[src/hdl/assert_macros.svh]
// assertion helpers used by the decoder datapath
`ifndef ASSERT_MACROS_SVH
`define ASSERT_MACROS_SVH

// same-cycle implication, checked out of reset
`define ASSERT_IMPLIES(label, clk, rst_n, ante, cons, msg) \
	label: assert property (@(posedge clk) disable iff (!rst_n) (ante) |-> (cons)) \
		else $error(msg);

// next-cycle implication, checked out of reset
`define ASSERT_NEXT(label, clk, rst_n, ante, cons, msg) \
	label: assert property (@(posedge clk) disable iff (!rst_n) (ante) |=> (cons)) \
		else $error(msg);

`endif

[src/hdl/rbd_pkg.sv]
package rbd_pkg;

	// field widths fixed by the stream format
	localparam int BYTE_W     = 8;
	localparam int COUNT_W    = 6;
	localparam int CAP_W      = 24;
	localparam int REPEAT_BIT = 7;
	localparam logic [CAP_W-1:0] CAP_RESET = 24'hFFFFFF;

	// result kinds
	typedef enum logic [1:0] {
		KIND_DATA     = 2'd0,
		KIND_DONE     = 2'd1,
		KIND_OVERFLOW = 2'd2
	} kind_t;

	// what the next input byte means
	typedef enum logic [1:0] {
		MODE_HEADER  = 2'd0,
		MODE_REPEAT  = 2'd1,
		MODE_LITERAL = 2'd2,
		MODE_DROP    = 2'd3
	} mode_t;

	// controller to datapath
	typedef struct packed {
		logic accept;
		logic emit_run;
		logic emit_done;
	} cmd_t;

	// datapath to controller
	typedef struct packed {
		logic acc_run;
		logic acc_done;
		logic run_last;
		logic fend_q;
		logic out_free;
	} sts_t;

endpackage

[src/hdl/rbd_ctrl.sv]
module rbd_ctrl (
	input  logic          clk,
	input  logic          arst_n,
	input  logic          in_valid,
	output logic          in_stall,
	input  rbd_pkg::sts_t sts,
	output rbd_pkg::cmd_t cmd
);
	import rbd_pkg::*;

	typedef enum logic [2:0] {
		ST_IDLE = 3'b001,
		ST_RUN  = 3'b010,
		ST_DONE = 3'b100
	} state_t;

	state_t state_q;
	state_t state_d;

	// input is taken only when idle and the output word can move
	assign in_stall = !((state_q == ST_IDLE) && sts.out_free);

	// command decode and next state
	always_comb begin
		state_d       = state_q;
		cmd.accept    = 1'b0;
		cmd.emit_run  = 1'b0;
		cmd.emit_done = 1'b0;
		case (state_q)
			ST_IDLE: begin
				if (in_valid && sts.out_free) begin
					cmd.accept = 1'b1;
					if (sts.acc_run) begin
						state_d = ST_RUN;
					end else if (sts.acc_done) begin
						state_d = ST_DONE;
					end
				end
			end
			ST_RUN: begin
				if (sts.out_free) begin
					cmd.emit_run = 1'b1;
					if (sts.run_last) begin
						state_d = sts.fend_q ? ST_DONE : ST_IDLE;
					end
				end
			end
			ST_DONE: begin
				if (sts.out_free) begin
					cmd.emit_done = 1'b1;
					state_d       = ST_IDLE;
				end
			end
			default: begin
				state_d = ST_IDLE;
			end
		endcase
	end

	// state register
	always_ff @(posedge clk or negedge arst_n) begin
		if (!arst_n) begin
			state_q <= ST_IDLE;
		end else begin
			state_q <= state_d;
		end
	end

endmodule

[src/hdl/rbd_datapath.sv]
`include "assert_macros.svh"

module rbd_datapath #(
	parameter int TOTAL_WIDTH = 24
) (
	input  logic                      clk,
	input  logic                      arst_n,
	input  rbd_pkg::cmd_t             cmd,
	output rbd_pkg::sts_t             sts,
	input  logic [rbd_pkg::BYTE_W-1:0] in_byte,
	input  logic                      frame_end,
	input  logic                      cfg_valid,
	input  logic [rbd_pkg::CAP_W-1:0] cfg_data,
	input  logic                      out_stall,
	output logic                      out_valid,
	output logic [1:0]                kind,
	output logic [rbd_pkg::BYTE_W-1:0] value,
	output logic [TOTAL_WIDTH-1:0]    total_size,
	output logic                      last
);
	import rbd_pkg::*;

	// compare width covers both the register and the running total
	localparam int CW = (TOTAL_WIDTH > CAP_W) ? TOTAL_WIDTH : CAP_W;
	localparam logic [CW-1:0] TOTAL_MAX = CW'((64'd1 << TOTAL_WIDTH) - 64'd1);

	logic [CAP_W-1:0]       cap_q;
	mode_t                  mode_q, mode_d;
	logic [COUNT_W-1:0]     rep_q, rep_d;
	logic [COUNT_W-1:0]     lit_q, lit_d;
	logic [TOTAL_WIDTH-1:0] total_q, total_d;
	logic [BYTE_W-1:0]      val_q, val_d;
	logic                   fend_q;
	logic                   ov_q;
	kind_t                  kind_q;
	logic [BYTE_W-1:0]      value_q;
	logic [TOTAL_WIDTH-1:0] size_q;
	logic                   last_q;

	logic                   ld;
	kind_t                  ld_kind;
	logic [BYTE_W-1:0]      ld_value;
	logic [TOTAL_WIDTH-1:0] ld_size;
	logic                   ld_last;
	logic                   clr;

	logic [COUNT_W-1:0]     count;
	logic [CW-1:0]          cap_ext;
	logic [CW-1:0]          limit;
	logic [CW:0]            sum;
	logic                   ovf;

	// header capacity check
	assign count   = in_byte[COUNT_W-1:0];
	assign cap_ext = CW'(cap_q);
	assign limit   = (cap_ext > TOTAL_MAX) ? TOTAL_MAX : cap_ext;
	assign sum     = (CW+1)'(total_q) + (CW+1)'(count);
	assign ovf     = sum > {1'b0, limit};

	// status to the controller
	assign sts.acc_run  = (mode_q == MODE_REPEAT) && (rep_q != '0);
	assign sts.acc_done = (mode_q == MODE_LITERAL) && frame_end;
	assign sts.run_last = (rep_q == COUNT_W'(1));
	assign sts.fend_q   = fend_q;
	assign sts.out_free = !ov_q || !out_stall;

	// decode step
	always_comb begin
		mode_d   = mode_q;
		rep_d    = rep_q;
		lit_d    = lit_q;
		total_d  = total_q;
		val_d    = val_q;
		ld       = 1'b0;
		ld_kind  = KIND_DATA;
		ld_value = '0;
		ld_size  = total_q;
		ld_last  = 1'b0;
		clr      = 1'b0;
		if (cmd.accept) begin
			case (mode_q)
				MODE_HEADER: begin
					if (ovf) begin
						ld      = 1'b1;
						ld_kind = KIND_OVERFLOW;
						ld_last = 1'b1;
						if (frame_end) begin
							clr = 1'b1;
						end else begin
							mode_d = MODE_DROP;
						end
					end else if (frame_end) begin
						ld      = 1'b1;
						ld_kind = KIND_DONE;
						ld_last = 1'b1;
						clr     = 1'b1;
					end else if (in_byte[REPEAT_BIT]) begin
						rep_d  = count;
						mode_d = MODE_REPEAT;
					end else if (count != '0) begin
						lit_d  = count;
						mode_d = MODE_LITERAL;
					end
				end
				MODE_REPEAT: begin
					val_d = in_byte;
					if (rep_q == '0) begin
						mode_d = MODE_HEADER;
						if (frame_end) begin
							ld      = 1'b1;
							ld_kind = KIND_DONE;
							ld_last = 1'b1;
							clr     = 1'b1;
						end
					end
				end
				MODE_LITERAL: begin
					total_d  = total_q + TOTAL_WIDTH'(1);
					ld       = 1'b1;
					ld_value = in_byte;
					ld_size  = total_d;
					ld_last  = !frame_end;
					lit_d    = lit_q - COUNT_W'(1);
					if (lit_q == COUNT_W'(1)) begin
						mode_d = MODE_HEADER;
					end
				end
				MODE_DROP: begin
					if (frame_end) begin
						clr = 1'b1;
					end
				end
				default: begin
					clr = 1'b1;
				end
			endcase
		end else if (cmd.emit_run) begin
			total_d  = total_q + TOTAL_WIDTH'(1);
			ld       = 1'b1;
			ld_value = val_q;
			ld_size  = total_d;
			ld_last  = (rep_q == COUNT_W'(1)) && !fend_q;
			rep_d    = rep_q - COUNT_W'(1);
			if (rep_q == COUNT_W'(1)) begin
				mode_d = MODE_HEADER;
			end
		end else if (cmd.emit_done) begin
			ld      = 1'b1;
			ld_kind = KIND_DONE;
			ld_last = 1'b1;
			clr     = 1'b1;
		end
		if (clr) begin
			mode_d  = MODE_HEADER;
			rep_d   = '0;
			lit_d   = '0;
			total_d = '0;
		end
	end

	// frame state, capacity register and output valid
	always_ff @(posedge clk or negedge arst_n) begin
		if (!arst_n) begin
			cap_q   <= CAP_RESET;
			mode_q  <= MODE_HEADER;
			rep_q   <= '0;
			lit_q   <= '0;
			total_q <= '0;
			fend_q  <= 1'b0;
			ov_q    <= 1'b0;
		end else begin
			if (cfg_valid) begin
				cap_q <= cfg_data;
			end
			mode_q  <= mode_d;
			rep_q   <= rep_d;
			lit_q   <= lit_d;
			total_q <= total_d;
			if (cmd.accept) begin
				fend_q <= frame_end;
			end
			if (ld) begin
				ov_q <= 1'b1;
			end else if (!out_stall) begin
				ov_q <= 1'b0;
			end
		end
	end

	// output word and held value byte
	always_ff @(posedge clk) begin
		val_q <= val_d;
		if (ld) begin
			kind_q  <= ld_kind;
			value_q <= ld_value;
			size_q  <= ld_size;
			last_q  <= ld_last;
		end
	end

	assign out_valid  = ov_q;
	assign kind       = kind_q;
	assign value      = value_q;
	assign total_size = size_q;
	assign last       = last_q;

	`ASSERT_IMPLIES(a_load_free, clk, arst_n, ld, (!ov_q || !out_stall), "word overwritten while stalled")
	`ASSERT_NEXT(a_done_clears, clk, arst_n, cmd.emit_done, (total_q == '0 && mode_q == MODE_HEADER), "frame state not cleared after done")
	`ASSERT_IMPLIES(a_run_count, clk, arst_n, cmd.emit_run, (rep_q != '0 && mode_q == MODE_REPEAT), "repeat emitted with no count left")

endmodule

[src/hdl/rle_byte_run_decoder_unit.sv]
// Run-length decoder, one encoded byte per input word.
// Input channel: in_valid / in_stall with in_byte and frame_end (last byte of a frame).
// Output channel: out_valid / out_stall with kind, value, total_size and last;
// last marks the final result caused by one input byte.
// Config channel: cfg_valid / cfg_ready with cfg_data, the per-frame output capacity;
// cfg_ready is always high, write it only while the decoder is idle.
// The word caused by a header or literal byte is valid in the cycle after its
// accept; the repeat words of a value byte are loaded from the run state after
// its accept, whenever the output word can move. A literal byte that ends the
// frame holds the input until the done word is loaded; a repeat value byte holds
// the input until all its repeat words (and the done word, when it ends the frame)
// are loaded, since every result passes through the single output register.
// When out_stall is high the output word holds, and the input is stalled for
// as long as a stalled word sits in the output register.
// Reset clears the frame state, empties the output register and sets the
// capacity to its maximum.
module rle_byte_run_decoder_unit #(
	parameter int TOTAL_WIDTH = 24
) (
	input  logic                       clk,
	input  logic                       arst_n,
	input  logic                       in_valid,
	output logic                       in_stall,
	input  logic [rbd_pkg::BYTE_W-1:0] in_byte,
	input  logic                       frame_end,
	output logic                       out_valid,
	input  logic                       out_stall,
	output logic [1:0]                 kind,
	output logic [rbd_pkg::BYTE_W-1:0] value,
	output logic [TOTAL_WIDTH-1:0]     total_size,
	output logic                       last,
	input  logic                       cfg_valid,
	output logic                       cfg_ready,
	input  logic [rbd_pkg::CAP_W-1:0]  cfg_data
);
	import rbd_pkg::*;

	cmd_t cmd;
	sts_t sts;

	// capacity register accepts writes at any time
	assign cfg_ready = 1'b1;

	// sequencing of accepts, repeat emission and done words
	rbd_ctrl u_ctrl (
		.clk      (clk),
		.arst_n   (arst_n),
		.in_valid (in_valid),
		.in_stall (in_stall),
		.sts      (sts),
		.cmd      (cmd)
	);

	// frame state, capacity check and output register
	rbd_datapath #(
		.TOTAL_WIDTH (TOTAL_WIDTH)
	) u_datapath (
		.clk        (clk),
		.arst_n     (arst_n),
		.cmd        (cmd),
		.sts        (sts),
		.in_byte    (in_byte),
		.frame_end  (frame_end),
		.cfg_valid  (cfg_valid),
		.cfg_data   (cfg_data),
		.out_stall  (out_stall),
		.out_valid  (out_valid),
		.kind       (kind),
		.value      (value),
		.total_size (total_size),
		.last       (last)
	);

endmodule
[config.mk]
export PLATFORM = sky130hd
export DESIGN_NAME = rle_byte_run_decoder_unit
export DESIGN_NICKNAME = d
export VERILOG_FILES = /design/src/hdl/rbd_pkg.sv /design/src/hdl/rbd_ctrl.sv /design/src/hdl/rbd_datapath.sv /design/src/hdl/rle_byte_run_decoder_unit.sv
export VERILOG_INCLUDE_DIRS = /design/src /design/src/hdl
export SDC_FILE = /design/constraint.sdc
export NUM_CORES = 1
export LEC_CHECK = 0
export ABC_AREA = 1
export CAP_MARGIN = 10
export CORE_ASPECT_RATIO = 0.7
export CORE_UTILIZATION = 57
export CTS_CLUSTER_DIAMETER = 200
export CTS_CLUSTER_SIZE = 10
export DETAILED_ROUTE_END_ITERATION = 16
export DONT_BUFFER_PORTS = 1
export MAX_ROUTING_LAYER = met4
export PLACE_DENSITY = 0.77
export SYNTH_ARGS = -nofsm -noshare
export SYNTH_HDL_FRONTEND = slang
export SYNTH_SLANG_ARGS = --single-unit
[constraint.sdc]
create_clock -name clk -period 4.92 [get_ports clk]
set_input_delay 0.492 -clock clk [delete_from_list [all_inputs] [get_ports clk]]
set_output_delay 0.492 -clock clk [all_outputs]
set_load 0.1 [all_outputs]
; ---- Yosys cells after proc, flatten, opt, wreduce, memory -nomap -nowiden
; Cells that the tools add are included.
; Widths: inputs -> output; s select.
[totals]
in_bits = 38
reg_bits = 110
wordCells = 140
romBits = 0
output_inout_bits = 38
mem_bits_rw = 0
latch_bits = 0
memories = 0
[op_classes]
mul = 0
shift = 0
n_lt_le_gt_ge = 2
n_addsub = 4
div_mod_pow = 0
eq_ne = 27
mux = 69
n_reduce_logical = 25
n_bitwise = 0
[ops]
columns = operator, count
row1 = $mux 24, 5
row2 = $mux 6, 13
row3 = $mux 2, 15
row4 = $add 24x6->25, 1
row5 = $gt 25x24->1, 1
row6 = $add 24x1->24 const B, 1
row7 = $gt 24x24->1 const B, 1
row8 = $mux 8, 3
row9 = $mux 3, 7
row10 = $mux 1, 19
row11 = $ne 3x2->1 const B, 6
row12 = $eq 6x1->1 const B, 2
row13 = $ne 4x3->1 const B, 3
row14 = $pmux 6 s2, 1
row15 = $reduce_bool 6->1, 2
row16 = $sub 6x1->6 const B, 2
row17 = $reduce_and 5->1, 2
row18 = $pmux 3 s3, 1
row19 = $reduce_bool 3->1, 3
row20 = $reduce_and 7->1, 1
row21 = $logic_not 6->1, 1
row22 = $ne 2x1->1 const B, 3
row23 = $ne 3x1->1 const B, 2
row24 = $ne 6x3->1 const B, 1
row25 = 20 further kinds, 31

; ---- Logic depth before layout (Yosys ltp)
; Gate-level depths: netlist of run 1.
[logic_depth]
ltp_word = 9
mapped_depth = 25

; ---- By module
; From an unflattened synthesis of run 1, not the netlist that was laid out.
[unflattened]
cells_unflattened = 809
hier_area_um2 = 6597.6
[modules_own_cells]
columns = mod, cells_each, n_inst, seq_area_each_um2, area_each_um2
row1 = rbd_datapath, 767, 1, 2922.8, 6328.6
row2 = rbd_ctrl, 40, 1, 76.3, 257.7
row3 = rle_byte_run_decoder_unit, 2, 1, 0.0, 11.3

; ---- Worst setup path after synthesis of run 1
; Ideal clock, no wire load.
[synth_timing]
kind = input-to-reg
startpoint = input port in_byte[0] (netlist name)
endpoint = register u_datapath.kind_q[0] (netlist: u_datapath.kind[0]), enable pin
required_ns = 4.527
setup_time_ns = 0.393
slack_ns = 0.790
arrival_time_ns = 3.738
stages = 21
path_cell_list = ha_1 fa_1 nand2_1 nand2_1 nand2_1 nor2_1 o21ai_0 nor2_1 nand2_1 xor2_1 ha_1 nand2_1 nor2_1 nand4_1 inv_1 nand4_2 nand2_2 nand3_1 nand3_1 nand3_1 nand2_1
[synth_between]
elab_chain_cells = 5
[synth_lines]
columns = element, line
row1 = from (decl), rle_byte_run_decoder_unit.sv:24  ; input logic [rbd_pkg::BYTE_W-1:0] in_byte,
row2 = $add 24x6->25, rbd_datapath.sv:57  ; assign sum = (CW+1)'(total_q) + (CW+1)'(count);
row3 = $gt 25x24->1, rbd_datapath.sv:58  ; assign ovf = sum > {1'b0, limit};
row4 = $mux 1, rbd_datapath.sv:83  ; if (ovf) begin
row5 = $pmux 1 s3, rbd_datapath.sv:81  ; case (mode_q)
row6 = $mux 1, rbd_datapath.sv:80  ; if (cmd.accept) begin
row7 = net u_datapath.ld, rbd_datapath.sv:40  ; logic ld;
row8 = to (signal assigned), rbd_datapath.sv:194  ; kind_q <= ld_kind;
row9 = to (decl), rbd_datapath.sv:35  ; kind_t kind_q;
; The timed path passes the listed nets, and every way through them passes these cells.
; A chain may end at the register's enable or synchronous reset.

; ---- Final worst setup path of run 1
[layout_timing]
startpoint = register u_datapath.total_q[0]
endpoint = register u_datapath.size_q[16] (netlist: u_datapath.total_size[16]), enable pin
[layout_between]
elab_chain_cells = 5
[layout_lines]
columns = element, line
row1 = from (decl), rbd_datapath.sv:31  ; logic [TOTAL_WIDTH-1:0] total_q, total_d;
row2 = from (signal assigned), rbd_datapath.sv:178  ; total_q <= total_d;
row3 = $add 24x6->25, rbd_datapath.sv:57
row4 = $gt 25x24->1, rbd_datapath.sv:58
row5 = $mux 1, rbd_datapath.sv:83
row6 = $pmux 1 s3, rbd_datapath.sv:81
row7 = $mux 1, rbd_datapath.sv:80
row8 = net u_datapath.ld, rbd_datapath.sv:40
row9 = to (signal assigned), rbd_datapath.sv:196  ; size_q <= ld_size;
row10 = to (decl), rbd_datapath.sv:37  ; logic [TOTAL_WIDTH-1:0] size_q;
; The timed path passes the listed nets, and every way through them passes these cells.

==> metrics.md, run 1 <==
| Metric | Value |
|---|---|
| Synthesized cell area | `6770 um2` |
| ANT cells | `0` |
| Port Buffers | `0` |
| Final nets | `866` |
| Routed wire length per instance | `16.3 um` |
| Total grt overflow | `0` |
| Total wire length | `15400 um` |
| Synth warnings | `0` |
| Hold Path Class | `input port to async pin` |
| First-pass detailed-route iteration total | `6` |
| Layout cell share with drive strength beyond 1 | `0.145` |
| Max-Cap Viols | `0` |
| Clock buffer depth | `2` |
| Fill cells | `950` |
| Yosys reg bits | `110` |
| Failing checks | `hold timing` |
| Post-CTS Setup Inserts | `0` |
| Critical path fanouts, max | `28` |
| Cells after synthesis | `791` |
| Final setup violation count | `0` |
| Critical Path End | `u_datapath.total_size[16]` |
| Largest net degree at the start of global routing | `68` |
| Final hold violations | `1` |
| Setup crit start kind | `register` |
| Vias in the first global route | `4911` |
| Gpl congestion | `1.00` |
| Most common cell after layout, fill and taps aside | `nand2_1` |
| Crit path launch | `u_datapath.total_q[0]` |
| LEAKAGE | `0.00353 uW` |
| P&R area growth vs syn | `6.41%` |
| Via count | `5207` |
| CTS root buf | `clkbuf_16` |
| Pre-CTS WS | `710 ps` |
| CTS tree | `built` |
| Num CTS Buffers | `9` |
| Via/cell ratio | `5.51` |
| Gr usage total | `0.274` |
| Gr busiest metal | `met1` |
| Met1 Use GR | `0.406` |
| Highest-count cells in the layout ignoring fill and taps | `nand2_1, inv_1, nor2_1, nand3_1, edfxtp_1` |
| Setup TNS | `0 ps` |
| Row cnt | `32` |
| Fin crit share | `0.858` |
| EDFF count, synth | `43` |
| Syn_area_per_cell | `8.56 um2` |
| Slew Viols, Final | `0` |
| Tightest hold margin | `-3.51 ps` |
| Detailed Place HPWL | `11800 um` |
| Netlist cell types | `55` |
| Unrepaired setup endpoints after global routing | `no` |
| Antenna Nets Post-Route | `0` |
| Routing usage on met3 | `0.0564` |
| CP Class | `register to register` |
| R2R setup slack | `700 ps` |
| Total core area | `11300 um2` |
| I/O pin count | `76` |
| Min cycle time layout | `4220 ps` |
| Syn nets | `870` |
| CP Capture Type | `register` |
| Top_reg_cell synth | `edfxtp_1` |
| Clock Skews | `8.06 ps` |
| Die area | `12300 um2` |
| Register Area | `3000 um2` |
| DRT iter0 DRCs | `536` |
| PwrDens | `522 nW/um2` |
| FF-to-FF Start | `u_datapath.total_q[0]` |
| Number of antenna violations at the first check in global routing | `0` |
| Async S/R FF share, synth | `0.609` |
| GR Util met2 | `0.381` |
| H-tree depth | `3` |
| Max Fclk | `237 MHz` |
| Drt drc | `0` |
| Worst path required time | `4980 ps` |
| Area of the multi-input gates | `3150 um2` |
| Initial Utilization | `0.600` |
| CP arrival | `4280 ps` |
| R2R depth | `22` |
| Reg clk slew, reported paths | `80 ps` |
| Final WS setup | `698 ps` |
| Worst-Skew Late Latency | `360 ps` |
| Global-route wire length before repair | `25200 um` |
| Reg-to-reg endpoint | `u_datapath.total_size[16]` |
| CTS sink cnt | `110` |
| Outcome | `complete, but fails checks` |
| Seq/Total Area, Yosys | `0.443` |
| Maximum VDD drop | `263 uV` |
| Fin util | `0.638` |
| Die Wd | `132 um` |
| Post-CTS sizing | `0` |
| Die height | `93.2 um` |
| Rel. slew slack | `0.370` |
| Slew @ Worst Pin | `945 ps` |
synth_stat cells (9+ instances only):
cell,n,area [um2]
inv_2,13,48.8
nor2_1,64,240
o21ai_0,40,200
nand2_1,180,676
clkbuf_1,9,33.8
inv_1,122,458
dfrtp_1,42,1050
a21oi_1,21,105
dfstp_2,25,657
ha_1,40,500
edfxtp_1,43,1290
nand3_1,44,220
nand2_4,12,135
nor2_2,10,62.6
xor2_1,34,298
power by group:
| part | switching, uW | internal (uW) | total [uW] |
|---|---|---|---|
| registers | 750 | 1200 | 1950 |
| clock network | 357 | 356 | 714 |
| logic | 770 | 329 | 1100 |
metal layers:
metal / up-vias / part of all wire / routed length, um
met4: 0 / 0.012 / 189
li1: 2513 / - / -
met2: 251 / 0.40 / 6160
met3: 23 / 0.093 / 1430
met1: 2420 / 0.50 / 7650
met5: - / 0 / 0
kinds of logic after synthesis:
family	count (synthesis)	share of synthesized area
compound gates	89	0.0796
xor+xnor	38	0.0491
fa+ha+maj	41	0.0769
buf+inv	155	0.0914
flops	110	0.443
mux	1	0.00166
other cells	1	0.000554
simple gates	356	0.258
metrics by stage:
stage | power (uW) | instances | cell area, um2
2_1_floorplan | 2790 | 791 | 6770
6_report | 3760 | 945 | 7210
4_1_cts | 3750 | 945 | 7210
3_3_place_gp | 2970 | 928 | 6890
5_1_grt | 3950 | 945 | 7210
3_5_place_dp | 3020 | 928 | 6890
timing repair:
item	CTS	global route
hold buffers	1	0
endpoints found under the hold margin	67	0
setup endpoints to repair	0	0
critical path, cell delays in order, from the launching register on:
cell     delay (ps)
dfrtp_1         450
ha_1            240
fa_1            410
nand2_1          80
nand2_1          70
nand2_1         100
nor2_1           60
o21ai_0         310
nor2_1          120
nand2_1          90
xor2_1           70
ha_1            290
nand2_1          70
nor2_1          130
nand4_1         120
inv_1           110
nand4_2         100
nand2_2         110
nand3_1         170
nand3_1         120
nand3_1         100
nand2_1         330
buf_12          240
final cells by class:
type | instances | share of cell area
Inverter | 138 | 0.0726
Multi-Input combinational cell | 526 | 0.438
Tap cell | 153 | 0.0266
Clock buffer | 9 | 0.0313
Sequential cell | 110 | 0.416
Timing Repair Buffer | 2 | 0.00660
Clock inverter | 7 | 0.00920
worst min path at each step:
stage | start | to | slack, ps | cells after the start
global route | arst_n | u_datapath.rep_q[0] | 20 | 1
global placement | arst_n | u_datapath.rep_q[1] | 200 | 0
floorplan | arst_n | u_ctrl.state_q[1] | 200 | 0
finish | arst_n | u_datapath.rep_q[0] | -4 | 1
detailed placement | arst_n | u_datapath.lit_q[1] | 200 | 0
CTS | arst_n | u_datapath.rep_q[0] | 30 | 1
state kept, by name, indices dropped and copies added, names as in the netlist:
| name | flops |
|---|---|
| u_datapath.fend_q | 1 |
| u_datapath.rep_q | 6 |
| u_datapath.total_size | 24 |
| u_datapath.out_valid | 1 |
| u_datapath.total_q | 24 |
| u_datapath.mode_q | 2 |
| u_datapath.cap_ext | 24 |
| u_ctrl.state_q | 3 |
| u_datapath.kind | 2 |
| u_datapath.value | 8 |
| u_datapath.lit_q | 6 |
| u_datapath.val_q | 8 |
| u_datapath.last | 1 |
Power figures use the tool's default switching activity.
==> run 2, diff against run 1 <==
- clock period: 4.92 -> 4.7 ns (I/O delays scaled with it)
==> run 2 against run 1 <==
Compared with the run above:
- the run now ends clean
- largest cell class unchanged
- critical path depth unchanged
- non-clock buffer count increased by 2
- cell count increased by 0.21%
- sequential share of layout area decreased by 0.10 points
- fmax decreased by 1.4%
- global-route usage about the same
- count of clock-buffer cells in the layout increased by 1
- critical path type unchanged
- largest power group unchanged
==> metrics.md, run 2 (synthesis results as in run 1) <==
| Metric | Value |
|---|---|
| Slew @ Worst Pin | `921 ps (was 945 ps)` |
| Met1 Use GR | `0.409 (was 0.406)` |
| Row cnt | `32 (unchanged)` |
| Routed wire length per instance | `16.4 um (was 16.3 um)` |
| Largest net degree at the start of global routing | `68 (unchanged)` |
| Max Fclk | `234 MHz (was 237 MHz)` |
| Clock power frac | `0.189 (was 0.190)` |
| Reg clk slew, reported paths | `70 ps (was 80 ps)` |
| First-pass detailed-route iteration total | `6 (unchanged)` |
| Combinational share of power | `0.300 (was 0.292)` |
| Design Power | `3940 uW (was 3760 uW)` |
| Number of antenna violations at the first check in global routing | `0 (unchanged)` |
| Highest-count cells in the layout ignoring fill and taps | `nand2_1, inv_1, nor2_1, nand3_1, edfxtp_1 (unchanged)` |
| Worst path top cell family by delay | `simple AND/OR/NAND/NOR gates (unchanged)` |
| Most common cell after layout, fill and taps aside | `nand2_1 (unchanged)` |
| CP Class | `register to register (unchanged)` |
| Post-CTS Setup Inserts | `0 (unchanged)` |
| Slowest CP cell | `dfrtp_1 (unchanged)` |
| Total grt overflow | `0 (unchanged)` |
| Bufs and invs on worst path | `2 (unchanged)` |
| Via/cell ratio | `5.54 (was 5.51)` |
| Min cycle time layout | `4280 ps (was 4220 ps)` |
| Die Wd | `132 um (unchanged)` |
| Gpl congestion | `0.966 (was 1.00)` |
| Total wire length | `15600 um (was 15400 um)` |
| Setup crit start kind | `register (unchanged)` |
| GR Util met2 | `0.372 (was 0.381)` |
| Global-route wire length before repair | `25100 um (was 25200 um)` |
| Final nets | `868 (was 866)` |
| Critical Path Max Stage Delay | `440 ps (was 450 ps)` |
| ANT cells | `0 (unchanged)` |
| Hold path depth | `1` |
| R2R depth | `22 (unchanged)` |
| Hold Crit Start | `cfg_valid` |
| Die area | `12300 um2 (unchanged)` |
| Psw | `1960 uW (was 1880 uW)` |
| Num CTS Buffers | `9 (unchanged)` |
| Flop pwr share | `0.511 (was 0.518)` |
| Final hold violations | `0 (was 1)` |
| Fin crit share | `0.911 (was 0.858)` |
| Total core area | `11300 um2 (unchanged)` |
| Gr usage total | `0.274 (about the same)` |
| I/O pin count | `76 (unchanged)` |
| CTS sink cnt | `110 (unchanged)` |
| CTS root buf | `clkbuf_16 (unchanged)` |
| Worst Hold End | `u_datapath.cap_ext[23]` |
| Worst path required time | `4760 ps (was 4980 ps)` |
| Rel. slew slack | `0.387 (was 0.370)` |
| Pre-CTS WS | `428 ps (was 710 ps)` |
| Via count | `5242 (was 5207)` |
| Max-Cap Viols | `0 (unchanged)` |
| R2R setup slack | `420 ps (was 700 ps)` |
| Routing usage on met3 | `0.0612 (was 0.0564)` |
| Vias in the first global route | `4930 (was 4911)` |
| Reg-to-reg endpoint | `u_datapath.total_size[21] (was u_datapath.total_size[16])` |
| H-tree depth | `3 (unchanged)` |
| Detailed Place HPWL | `11900 um (was 11800 um)` |
| Initial Utilization | `0.600 (unchanged)` |
| Final WS setup | `420 ps (was 698 ps)` |
| Antenna Nets Post-Route | `0 (unchanged)` |
| Slew Viols, Final | `0 (unchanged)` |
| Final setup violation count | `0 (unchanged)` |
| CTS tree | `built (unchanged)` |
| Die height | `93.2 um (unchanged)` |
| Clock Skews | `13.5 ps (was 8.06 ps)` |
| Worst-Skew Late Latency | `360 ps (about the same)` |
| CP dominant cell by count | `nand2_1 (unchanged)` |
| CP cell instances | `ha_1 > fa_1 > nand2_1 > nand2_1 > nand2_1 > nor2_1 > o21ai_0 > nor2_1 > nand2_1 > xor2_1 > ha_1 > nand2_1 > nor2_1 > nand4_1 > inv_1 > nand4_2 > nand2_2 > nand3_1 > nand3_1 > nand3_1 > nand2_1 > buf_12 (unchanged)` |
| Internal power | `1980 uW (was 1880 uW)` |
| CP Capture Type | `register (unchanged)` |
| DRT iter0 DRCs | `584 (was 536)` |
| Port Buffers | `0 (unchanged)` |
| Post-CTS sizing | `0 (unchanged)` |
| Tightest hold margin | `184 ps (was -3.51 ps)` |
| Switching Share | `0.498 (was 0.499)` |
| Drt drc | `0 (unchanged)` |
| CP arrival | `4340 ps (was 4280 ps)` |
| Maximum VDD drop | `304 uV (was 263 uV)` |
| LEAKAGE | `0.00353 uW (about the same)` |
| Hold Path Class | `input port to register (was input port to async pin)` |
| Gr busiest metal | `met1 (unchanged)` |
| Layout cell share with drive strength beyond 1 | `0.146 (was 0.145)` |
| P&R area growth vs syn | `6.67% (was 6.41%)` |
| PwrDens | `545 nW/um2 (was 522 nW/um2)` |
| Setup TNS | `0 ps (unchanged)` |
| FF-to-FF Start | `u_datapath.total_q[0] (unchanged)` |
| Post-CTS Hold Buffers | `2 (was 1)` |
| Clock buffer depth | `2 (unchanged)` |
| Unrepaired setup endpoints after global routing | `no (unchanged)` |
| Outcome | `complete, no violations (was complete, but fails checks)` |
| Critical path fanouts, max | `28 (unchanged)` |
==> run 2: cell types whose count changed in the layout (fill, tap and decap cells not counted), sizes merged <==
cell,previous run,this run
buf,2,3
clkbuf,9,10
inv,141,140
dlygate4sd3,0,1
==> run 2: area by class of cell <==
type | count | area, um2
Clock buffer | 10 | 229
Clock inverter | 6 | 62.6
Fill cell | 941 | 4070
Inverter | 138 | 523
Multi-Input combinational cell | 526 | 3150
Sequential cell | 110 | 3000
Tap cell | 153 | 191
Timing Repair Buffer | 4 | 65.1
==> run 2: metrics by stage <==
stage / instance area, um2 / instances / util
floorplan: 6770 / 791 / -
global placement: 6900 / 929 / 0.611
detailed placement: 6900 / 929 / 0.611
CTS: 7220 / 947 / 0.640
global route: 7220 / 947 / 0.640
finish: 7220 / 947 / 0.640
==> run 2: layer usage <==
layer  part of all wire  vias to the layer above  routed length (um)
met3              0.099                       28                1540
li1                   -                     2520                   -
met5                  0                        -                   0
met4              0.015                        0                 240
met2               0.40                      267                6220
met1               0.49                     2427                7560
==> run 2: worst max-delay path by stage <==
stage                                     start                        end  slack [ps]  cells after the start
final                     u_datapath.total_q[0]  u_datapath.total_size[21]         420                     22
after global placement               in_byte[0]  u_datapath.total_size[20]         680                     22
after CTS                 u_datapath.total_q[0]  u_datapath.total_size[21]         440                     22
after floorplan                      in_byte[0]         u_datapath.kind[0]         590                     21
after detailed placement             in_byte[0]  u_datapath.total_size[22]         430                     22
after global routing      u_datapath.total_q[0]  u_datapath.total_size[21]          40                     22
==> run 2: power groups by stage <==
| stage | combinational [uW] | sequential (uW) | clock, uW |
|---|---|---|---|
| after global placement | 1100 | 2020 | 0 |
| after detailed placement | 1150 | 2030 | 0 |
| after global routing | 1310 | 2030 | 793 |
| final | 1180 | 2010 | 746 |
| after CTS | 1170 | 2010 | 759 |
| after floorplan | 901 | 2020 | 0 |
